===== src/design/ihrp_pkg.sv =====
`timescale 1ns / 1ps

package ihrp_pkg;

    // Result kinds carried on the result channel's tuser.
    localparam logic [1:0] KIND_DATA   = 2'd0;
    localparam logic [1:0] KIND_RECORD = 2'd1;
    localparam logic [1:0] KIND_EOF    = 2'd2;
    localparam logic [1:0] KIND_ERROR  = 2'd3;

    // Error codes carried in the result data.
    localparam logic [2:0] ERR_NONE      = 3'd0;
    localparam logic [2:0] ERR_START     = 3'd1;
    localparam logic [2:0] ERR_HEX_DIGIT = 3'd2;
    localparam logic [2:0] ERR_EOF_FIELD = 3'd3;
    localparam logic [2:0] ERR_CHECKSUM  = 3'd4;
    localparam logic [2:0] ERR_LINE_END  = 3'd5;
    localparam logic [2:0] ERR_TYPE      = 3'd6;

    // Characters with a meaning in the record syntax.
    localparam logic [7:0] CHAR_COLON = 8'h3A;
    localparam logic [7:0] CHAR_CR    = 8'h0D;
    localparam logic [7:0] CHAR_LF    = 8'h0A;

    // Record types that the parser knows.
    localparam logic [7:0] REC_DATA = 8'h00;
    localparam logic [7:0] REC_EOF  = 8'h01;

    // Checksum byte that an end-of-file record must carry.
    localparam logic [7:0] EOF_CHECKSUM = 8'hFF;

    localparam int unsigned TDATA_W = 32;

    typedef struct packed {
        logic       ok;
        logic [3:0] value;
    } t_hex_digit;

    // Decodes one upper-case hex digit; anything else comes back not ok.
    function automatic t_hex_digit hex_decode(input logic [7:0] c);
        t_hex_digit h;
        h.ok    = 1'b0;
        h.value = 4'd0;
        if (c >= 8'h30 && c <= 8'h39) begin
            h.ok    = 1'b1;
            h.value = 4'(c - 8'h30);
        end else if (c >= 8'h41 && c <= 8'h46) begin
            h.ok    = 1'b1;
            h.value = 4'(c - 8'h37);
        end
        return h;
    endfunction

endpackage


===== src/design/intel_hex_record_parser_core.sv =====
`timescale 1ns / 1ps

// Channel      | Dir | Beat content
// -------------+-----+----------------------------------------------------------
// s_axis_*     | in  | tdata[7:0] = one ASCII character of the hex file
// m_axis_*     | out | tuser[1:0] = result kind; tdata = byte address [15:0],
//              |     | byte value [23:16], error code [26:24], zeros [31:27]
//
// A character beat is accepted in any cycle in which the result register is
// empty or is being emptied, and its result, if it has one, shows on the
// result channel in the next cycle. The parser state and the result register
// are the only stages, so one beat per cycle is sustained without a stall.
// Reset is synchronous and active low; it returns the parser to waiting for a
// colon and drops any pending result. A stall on the result side holds the
// result register and, through tready, holds the character stream as well.
// After an error or an end-of-file record all characters are taken and dropped.

module intel_hex_record_parser_core (
    input  logic        i_clk,
    input  logic        i_rst_n,

    input  logic        s_axis_tvalid,
    output logic        s_axis_tready,
    input  logic [7:0]  s_axis_tdata,   // [7:0] char_in

    output logic        m_axis_tvalid,
    input  logic        m_axis_tready,
    output logic [ihrp_pkg::TDATA_W-1:0] m_axis_tdata,
                        // [15:0] byte_address, [23:16] byte_value,
                        // [26:24] error_code, [31:27] zero
    output logic [1:0]  m_axis_tuser    // [1:0] result_kind
);

    // Parser phases, in the order a record is read.
    localparam logic [3:0] PH_START = 4'd0;
    localparam logic [3:0] PH_COUNT = 4'd1;
    localparam logic [3:0] PH_ADDR  = 4'd2;
    localparam logic [3:0] PH_TYPE  = 4'd3;
    localparam logic [3:0] PH_DATA  = 4'd4;
    localparam logic [3:0] PH_CSUM  = 4'd5;
    localparam logic [3:0] PH_EOL1  = 4'd6;
    localparam logic [3:0] PH_EOL2  = 4'd7;
    localparam logic [3:0] PH_HALT  = 4'd8;

    // Parser state.
    logic [3:0]  r_phase,     n_phase;
    logic        r_low_next,  n_low_next;
    logic [3:0]  r_high_nib,  n_high_nib;
    logic [1:0]  r_digits,    n_digits;
    logic [7:0]  r_length,    n_length;
    logic [7:0]  r_remaining, n_remaining;
    logic [15:0] r_base,      n_base;
    logic [15:0] r_next_addr, n_next_addr;
    logic [7:0]  r_rec_type,  n_rec_type;
    logic [7:0]  r_sum,       n_sum;

    // Result register.
    logic        r_out_valid;
    logic [1:0]  r_out_kind,  n_out_kind;
    logic [15:0] r_out_addr,  n_out_addr;
    logic [7:0]  r_out_value, n_out_value;
    logic [2:0]  r_out_err,   n_out_err;
    logic        n_emit;

    logic                 in_accept;
    ihrp_pkg::t_hex_digit hex;
    logic [7:0]           full_byte;
    logic [7:0]           want_sum;

    // A character is taken whenever the result register can take its result.
    assign s_axis_tready = !r_out_valid || m_axis_tready;
    assign in_accept     = s_axis_tvalid && s_axis_tready;

    assign hex       = ihrp_pkg::hex_decode(s_axis_tdata);
    assign full_byte = {r_high_nib, hex.value};
    assign want_sum  = (r_rec_type == ihrp_pkg::REC_EOF) ? ihrp_pkg::EOF_CHECKSUM
                                                        : 8'(8'd0 - r_sum);

    always_comb begin
        n_phase     = r_phase;
        n_low_next  = r_low_next;
        n_high_nib  = r_high_nib;
        n_digits    = r_digits;
        n_length    = r_length;
        n_remaining = r_remaining;
        n_base      = r_base;
        n_next_addr = r_next_addr;
        n_rec_type  = r_rec_type;
        n_sum       = r_sum;

        n_emit      = 1'b0;
        n_out_kind  = ihrp_pkg::KIND_ERROR;
        n_out_addr  = 16'd0;
        n_out_value = 8'd0;
        n_out_err   = ihrp_pkg::ERR_NONE;

        unique case (r_phase)
            PH_START: begin
                if (s_axis_tdata != ihrp_pkg::CHAR_COLON) begin
                    n_phase   = PH_HALT;
                    n_emit    = 1'b1;
                    n_out_err = ihrp_pkg::ERR_START;
                end else begin
                    n_low_next = 1'b0;
                    n_phase    = PH_COUNT;
                end
            end
            PH_COUNT, PH_ADDR, PH_TYPE, PH_DATA, PH_CSUM: begin
                if (!hex.ok) begin
                    n_phase   = PH_HALT;
                    n_emit    = 1'b1;
                    n_out_err = ihrp_pkg::ERR_HEX_DIGIT;
                end else if (!r_low_next) begin
                    n_high_nib = hex.value;
                    n_low_next = 1'b1;
                end else begin
                    // Second digit: a whole byte is ready for the current field.
                    n_low_next = 1'b0;
                    unique case (r_phase)
                        PH_COUNT: begin
                            n_length    = full_byte;
                            n_remaining = full_byte;
                            n_sum       = full_byte;
                            n_base      = 16'd0;
                            n_digits    = 2'd2;
                            n_phase     = PH_ADDR;
                        end
                        PH_ADDR: begin
                            n_base   = {r_base[7:0], full_byte};
                            n_sum    = 8'(r_sum + full_byte);
                            n_digits = 2'(r_digits - 2'd1);
                            if (r_digits == 2'd1) begin
                                n_next_addr = {r_base[7:0], full_byte};
                                n_phase     = PH_TYPE;
                            end
                        end
                        PH_TYPE: begin
                            n_rec_type = full_byte;
                            if (full_byte == ihrp_pkg::REC_EOF
                                && (r_length != 8'd0 || r_base != 16'd0)) begin
                                n_phase   = PH_HALT;
                                n_emit    = 1'b1;
                                n_out_err = ihrp_pkg::ERR_EOF_FIELD;
                            end else begin
                                n_phase = (r_remaining != 8'd0) ? PH_DATA : PH_CSUM;
                            end
                        end
                        PH_DATA: begin
                            n_sum = 8'(r_sum + full_byte);
                            // Data bytes go out at once; the record verdict
                            // later tells whether they stand.
                            if (r_rec_type == ihrp_pkg::REC_DATA) begin
                                n_emit      = 1'b1;
                                n_out_kind  = ihrp_pkg::KIND_DATA;
                                n_out_addr  = r_next_addr;
                                n_out_value = full_byte;
                            end
                            n_next_addr = 16'(r_next_addr + 16'd1);
                            n_remaining = 8'(r_remaining - 8'd1);
                            if (r_remaining == 8'd1) begin
                                n_phase = PH_CSUM;
                            end
                        end
                        default: begin
                            // Checksum byte.
                            if (full_byte != want_sum) begin
                                n_phase   = PH_HALT;
                                n_emit    = 1'b1;
                                n_out_err = ihrp_pkg::ERR_CHECKSUM;
                            end else begin
                                n_phase = PH_EOL1;
                            end
                        end
                    endcase
                end
            end
            PH_EOL1, PH_EOL2: begin
                if (r_phase == PH_EOL1 && s_axis_tdata == ihrp_pkg::CHAR_CR) begin
                    n_phase = PH_EOL2;
                end else if (s_axis_tdata == ihrp_pkg::CHAR_LF) begin
                    // Line end: the record verdict.
                    n_emit = 1'b1;
                    if (r_rec_type == ihrp_pkg::REC_DATA) begin
                        n_phase    = PH_START;
                        n_out_kind = ihrp_pkg::KIND_RECORD;
                        n_out_addr = r_base;
                    end else if (r_rec_type == ihrp_pkg::REC_EOF) begin
                        n_phase    = PH_HALT;
                        n_out_kind = ihrp_pkg::KIND_EOF;
                    end else begin
                        n_phase   = PH_HALT;
                        n_out_err = ihrp_pkg::ERR_TYPE;
                    end
                end else begin
                    n_phase   = PH_HALT;
                    n_emit    = 1'b1;
                    n_out_err = ihrp_pkg::ERR_LINE_END;
                end
            end
            default: begin
                // Halted: characters are taken and dropped.
            end
        endcase
    end

    always_ff @(posedge i_clk) begin
        if (!i_rst_n) begin
            r_phase     <= PH_START;
            r_low_next  <= 1'b0;
            r_high_nib  <= 4'd0;
            r_digits    <= 2'd0;
            r_length    <= 8'd0;
            r_remaining <= 8'd0;
            r_base      <= 16'd0;
            r_next_addr <= 16'd0;
            r_rec_type  <= 8'd0;
            r_sum       <= 8'd0;
        end else if (in_accept) begin
            r_phase     <= n_phase;
            r_low_next  <= n_low_next;
            r_high_nib  <= n_high_nib;
            r_digits    <= n_digits;
            r_length    <= n_length;
            r_remaining <= n_remaining;
            r_base      <= n_base;
            r_next_addr <= n_next_addr;
            r_rec_type  <= n_rec_type;
            r_sum       <= n_sum;
        end
    end

    // The result register loads whenever it can take a new beat; it goes empty
    // when its beat leaves and no accepted character brings a new result.
    always_ff @(posedge i_clk) begin
        if (!i_rst_n) begin
            r_out_valid <= 1'b0;
        end else if (s_axis_tready) begin
            r_out_valid <= in_accept && n_emit;
        end
    end

    always_ff @(posedge i_clk) begin
        if (in_accept && n_emit) begin
            r_out_kind  <= n_out_kind;
            r_out_addr  <= n_out_addr;
            r_out_value <= n_out_value;
            r_out_err   <= n_out_err;
        end
    end

    assign m_axis_tvalid = r_out_valid;
    assign m_axis_tuser  = r_out_kind;
    assign m_axis_tdata  = {5'd0, r_out_err, r_out_value, r_out_addr};

endmodule


===== config.mk =====
export PLATFORM = sky130hd
export DESIGN_NAME = intel_hex_record_parser_core
export DESIGN_NICKNAME = d
export VERILOG_FILES = /design/src/design/ihrp_pkg.sv /design/src/design/intel_hex_record_parser_core.sv
export SDC_FILE = /design/constraint.sdc
export NUM_CORES = 1
export LEC_CHECK = 0
export ABC_AREA = 1
export BUFFER_PORTS_ARGS = -buffer_cell sky130_fd_sc_hd__buf_2
export CAP_MARGIN = 20
export CORE_ASPECT_RATIO = 0.8
export CORE_UTILIZATION = 60
export CTS_CLUSTER_SIZE = 14
export DETAILED_ROUTE_END_ITERATION = 8
export MAX_ROUTING_LAYER = met4
export PLACE_DENSITY_LB_ADDON = 0.1
export SLEW_MARGIN = 20
export SYNTH_ARGS = -nofsm -noshare
export SYNTH_HDL_FRONTEND = slang
export SYNTH_SLANG_ARGS = --single-unit

===== constraint.sdc =====
create_clock -name i_clk -period 2.8 [get_ports i_clk]
set_input_delay 0.14 -clock i_clk [delete_from_list [all_inputs] [get_ports i_clk]]
set_output_delay 0.14 -clock i_clk [all_outputs]
set_load 0.01 [all_outputs]

==> run metrics <==
I/O Pins=48; Tot GR Track Use=32.6%; Arr. time, crit path=2.71 ns; leakage=2.82 nW; Synth Flop Type=dfxtp_1; count of nets after finishing=908; CP peak stage delay=0.35 ns; Hold Crit Class=in -> reg; WL/cell=15.6 um; Final Max Slew Viols=0; Die H=91.5 um; HPWL Detailed=11600 um; commonest non-fill, non-tap cells in the layout=nand2_1, inv_1, nor2_1; first-pass GRT wire length=25600 um; leading area contributor after synthesis=dfxtp_1; worst-margin pin slew=1.02 ns; initial antenna violation count=0; vias in the first global route=5297; first drt pass iteration count=5; clock skew=0.00626 ns; Syn Area/Cell=7.22 um^2; YS warnings=0; RD Place Congestion=0.952; ANT nets after route=0; CP Class=reg -> reg; via/cell ratio=5.68; Crit path buffers/inverters=5; post-layout minimum cycle time=2.61 ns; synth unique cells=49; Cells after Synth=833; EDFF count, synth=29; CP most frequent cell=nand2_1; Peak supply drop=386 uV; Synth async-reset ratio=0%; Row Count=32; TritonCTS Buffers=9; Fin. Hold Viols=0; fmax=383 MHz; final worst path period share=93.2%; worst skew pair latency=0.35 ns; Rel. slew slack=31.7%; DRC Markers=0; hold path depth=4; share of layout cells above drive strength 1=12.9%; Crit path max-delay family=simple AND/OR/NAND/NOR gates; placed insts=1003; area grow syn2layout=11.6%; Post-Layout Cell Count=1019; Setup crit start kind=register; CP Cell Sequence=inv_1, ha_1, inv_1, nor2_2, nand3_1, nand2_1, nand3_1, nand2_1, nand2_1, inv_1, nand2_1, nor2_2, nand3_1, nand3_1, nand2_1, nand2_1, nand2_1, nand2_1, inv_1, buf_12; Crit. End Element=register; Yosys top cell area share=25.3%; Crit path required time=2.90 ns; Crit Path Max Fanout=29; CTS tree=built; IO Port Bufs=42; final instance area=6710 um^2; run status=completed; core box area=9690 um^2; clock root buffer=clkbuf_16; Pwr Density=464 nW/um^2; Max H-tree Level=3; final setup vio count=0; initial DRC count=434; top cells by area, synth=dfxtp_1, edfxtp_1, nand2_1; full die area=10400 um^2; max cap viols=0; post-placement cell area=6400 um^2; total gr overflow=0; CTS Buffer Depth=2; most common cell after layout, fill and taps aside=nand2_1; Critical Path Slowest Stage Cell=dfxtp_1; instance count on the critical path=20; unrepaired setup endpoints after global routing=false; Yosys reg bits=105; DRT Wirelength=15900 um; CTS sink cnt=105; Reg clk slew, reported paths=0.07 ns; initial core utilization=62.0%; Reg2Reg Depth=20; Die W=114 um; largest net degree at the start of global routing=37; CTS hold repair buffers=0; mapped cell area=6010 um^2; total inserted antenna cells=0; Via Count=5792; register area share after synthesis=39.8%
per-stage QoR:
stage                     total power, W  utilization (%)  TNS, ns  setup slack [ns]  hold WS [ns]
final                            0.00312             69.2        0             0.190        0.0857
after global routing             0.00321             69.2        0            0.0356         0.133
after CTS                        0.00312             69.2        0            0.0818        0.0844
after detailed placement         0.00189             66.1  -0.0730           -0.0730         0.447
after global placement           0.00188             66.1        0             0.146         0.434
after floorplan                  0.00180                -        0             0.251         0.407
worst reg2reg max path, cell delays in order, from the launching register on:
cell and delay, ns:
dfxtp_1 0.35, inv_1 0.14, ha_1 0.18, inv_1 0.05, nor2_2 0.19, nand3_1 0.10
nand2_1 0.11, nand3_1 0.08, nand2_1 0.08, nand2_1 0.04, inv_1 0.05, nand2_1 0.06
nor2_2 0.17, nand3_1 0.13, nand3_1 0.09, nand2_1 0.05, nand2_1 0.05, nand2_1 0.05
nand2_1 0.10, inv_1 0.08, buf_12 0.17
path summary, 6_finish.rpt:
kind	end	start	slack, ns
setup / recovery	r_out_value[7]	r_sum[1]	0.19
hold / removal	m_axis_tvalid	m_axis_tready	0.09
setup reg to reg	r_out_value[7]	r_sum[1]	0.19
hold reg to reg	r_length[5]	r_length[5]	0.46
registers in the layout (all words and copies together), names as in the netlist:
signal,count
r_phase,4
r_out_err,3
m_axis_tvalid,1
m_axis_tuser,2
r_out_addr,16
r_base,16
r_next_addr,16
r_high_nib,4
r_out_value,8
r_digits,2
r_rec_type,8
r_sum,8
r_remaining,8
r_low_next,1
r_length,8
cells in the mapped netlist, types with 2 or more instances:
cell type / n
a211oi_1: 8
a21oi_1: 77
a221oi_1: 3
a31oi_1: 4
buf_2: 5
buf_4: 6
clkbuf_1: 15
dfxtp_1: 76
edfxtp_1: 29
ha_1: 17
inv_1: 109
inv_2: 13
nand2_1: 178
nand3_1: 44
nand3_2: 2
nand3b_1: 2
nand4_1: 12
nor2_1: 88
nor2_2: 3
nor2_4: 4
nor3_1: 14
nor3_2: 2
nor3_4: 3
nor4_1: 3
nor4_4: 2
o211ai_1: 7
o21a_1: 2
o21ai_0: 59
o21ai_1: 7
o22ai_1: 6
xnor2_1: 2
xor2_1: 14
metal layers:
| metal | track usage, % | share of wire [%] |
|---|---|---|
| met1 | 43.1 | 45 |
| met2 | 49.1 | 44 |
| met3 | 8.95 | 8.9 |
| met4 | 9.20 | 1.7 |
| met5 | - | 0 |
power by group:
part | switching, W | total (W) | leakage, nW | internal (W)
Sequential | 0.0000121 | 0.00161 | 0.892 | 0.00160
Clock | 0.000629 | 0.00126 | 0.140 | 0.000630
Combinational | 0.000165 | 0.000241 | 1.79 | 0.0000766
cell families (layout without fill, tap and decap cells):
| logic type | count (synthesis) | in the layout | share of synthesized area [%] |
|---|---|---|---|
| compound gates | 179 | 179 | 16.4 |
| simple gates | 362 | 362 | 27.4 |
| fa+ha+maj | 18 | 18 | 3.87 |
| buf+inv | 152 | 198 | 10.1 |
| flops | 105 | 105 | 39.8 |
| other cells | 1 | 5 | 0.0624 |
| xor+xnor | 16 | 16 | 2.33 |
final cells by class:
type / count / area [um^2]
Tap cell: 136 / 170
Multi-Input combinational cell: 580 / 3030
Timing Repair Buffer: 58 / 343
Inverter: 124 / 468
Clock inverter: 7 / 76.3
Fill cell: 866 / 2980
Clock buffer: 9 / 225
Sequential cell: 105 / 2390
what timing repair did:
item                       CTS  global route
setup endpoints to repair    0            30
gates resized for setup      0             3
buffers inserted             0             0
Power figures use the tool's default switching activity.
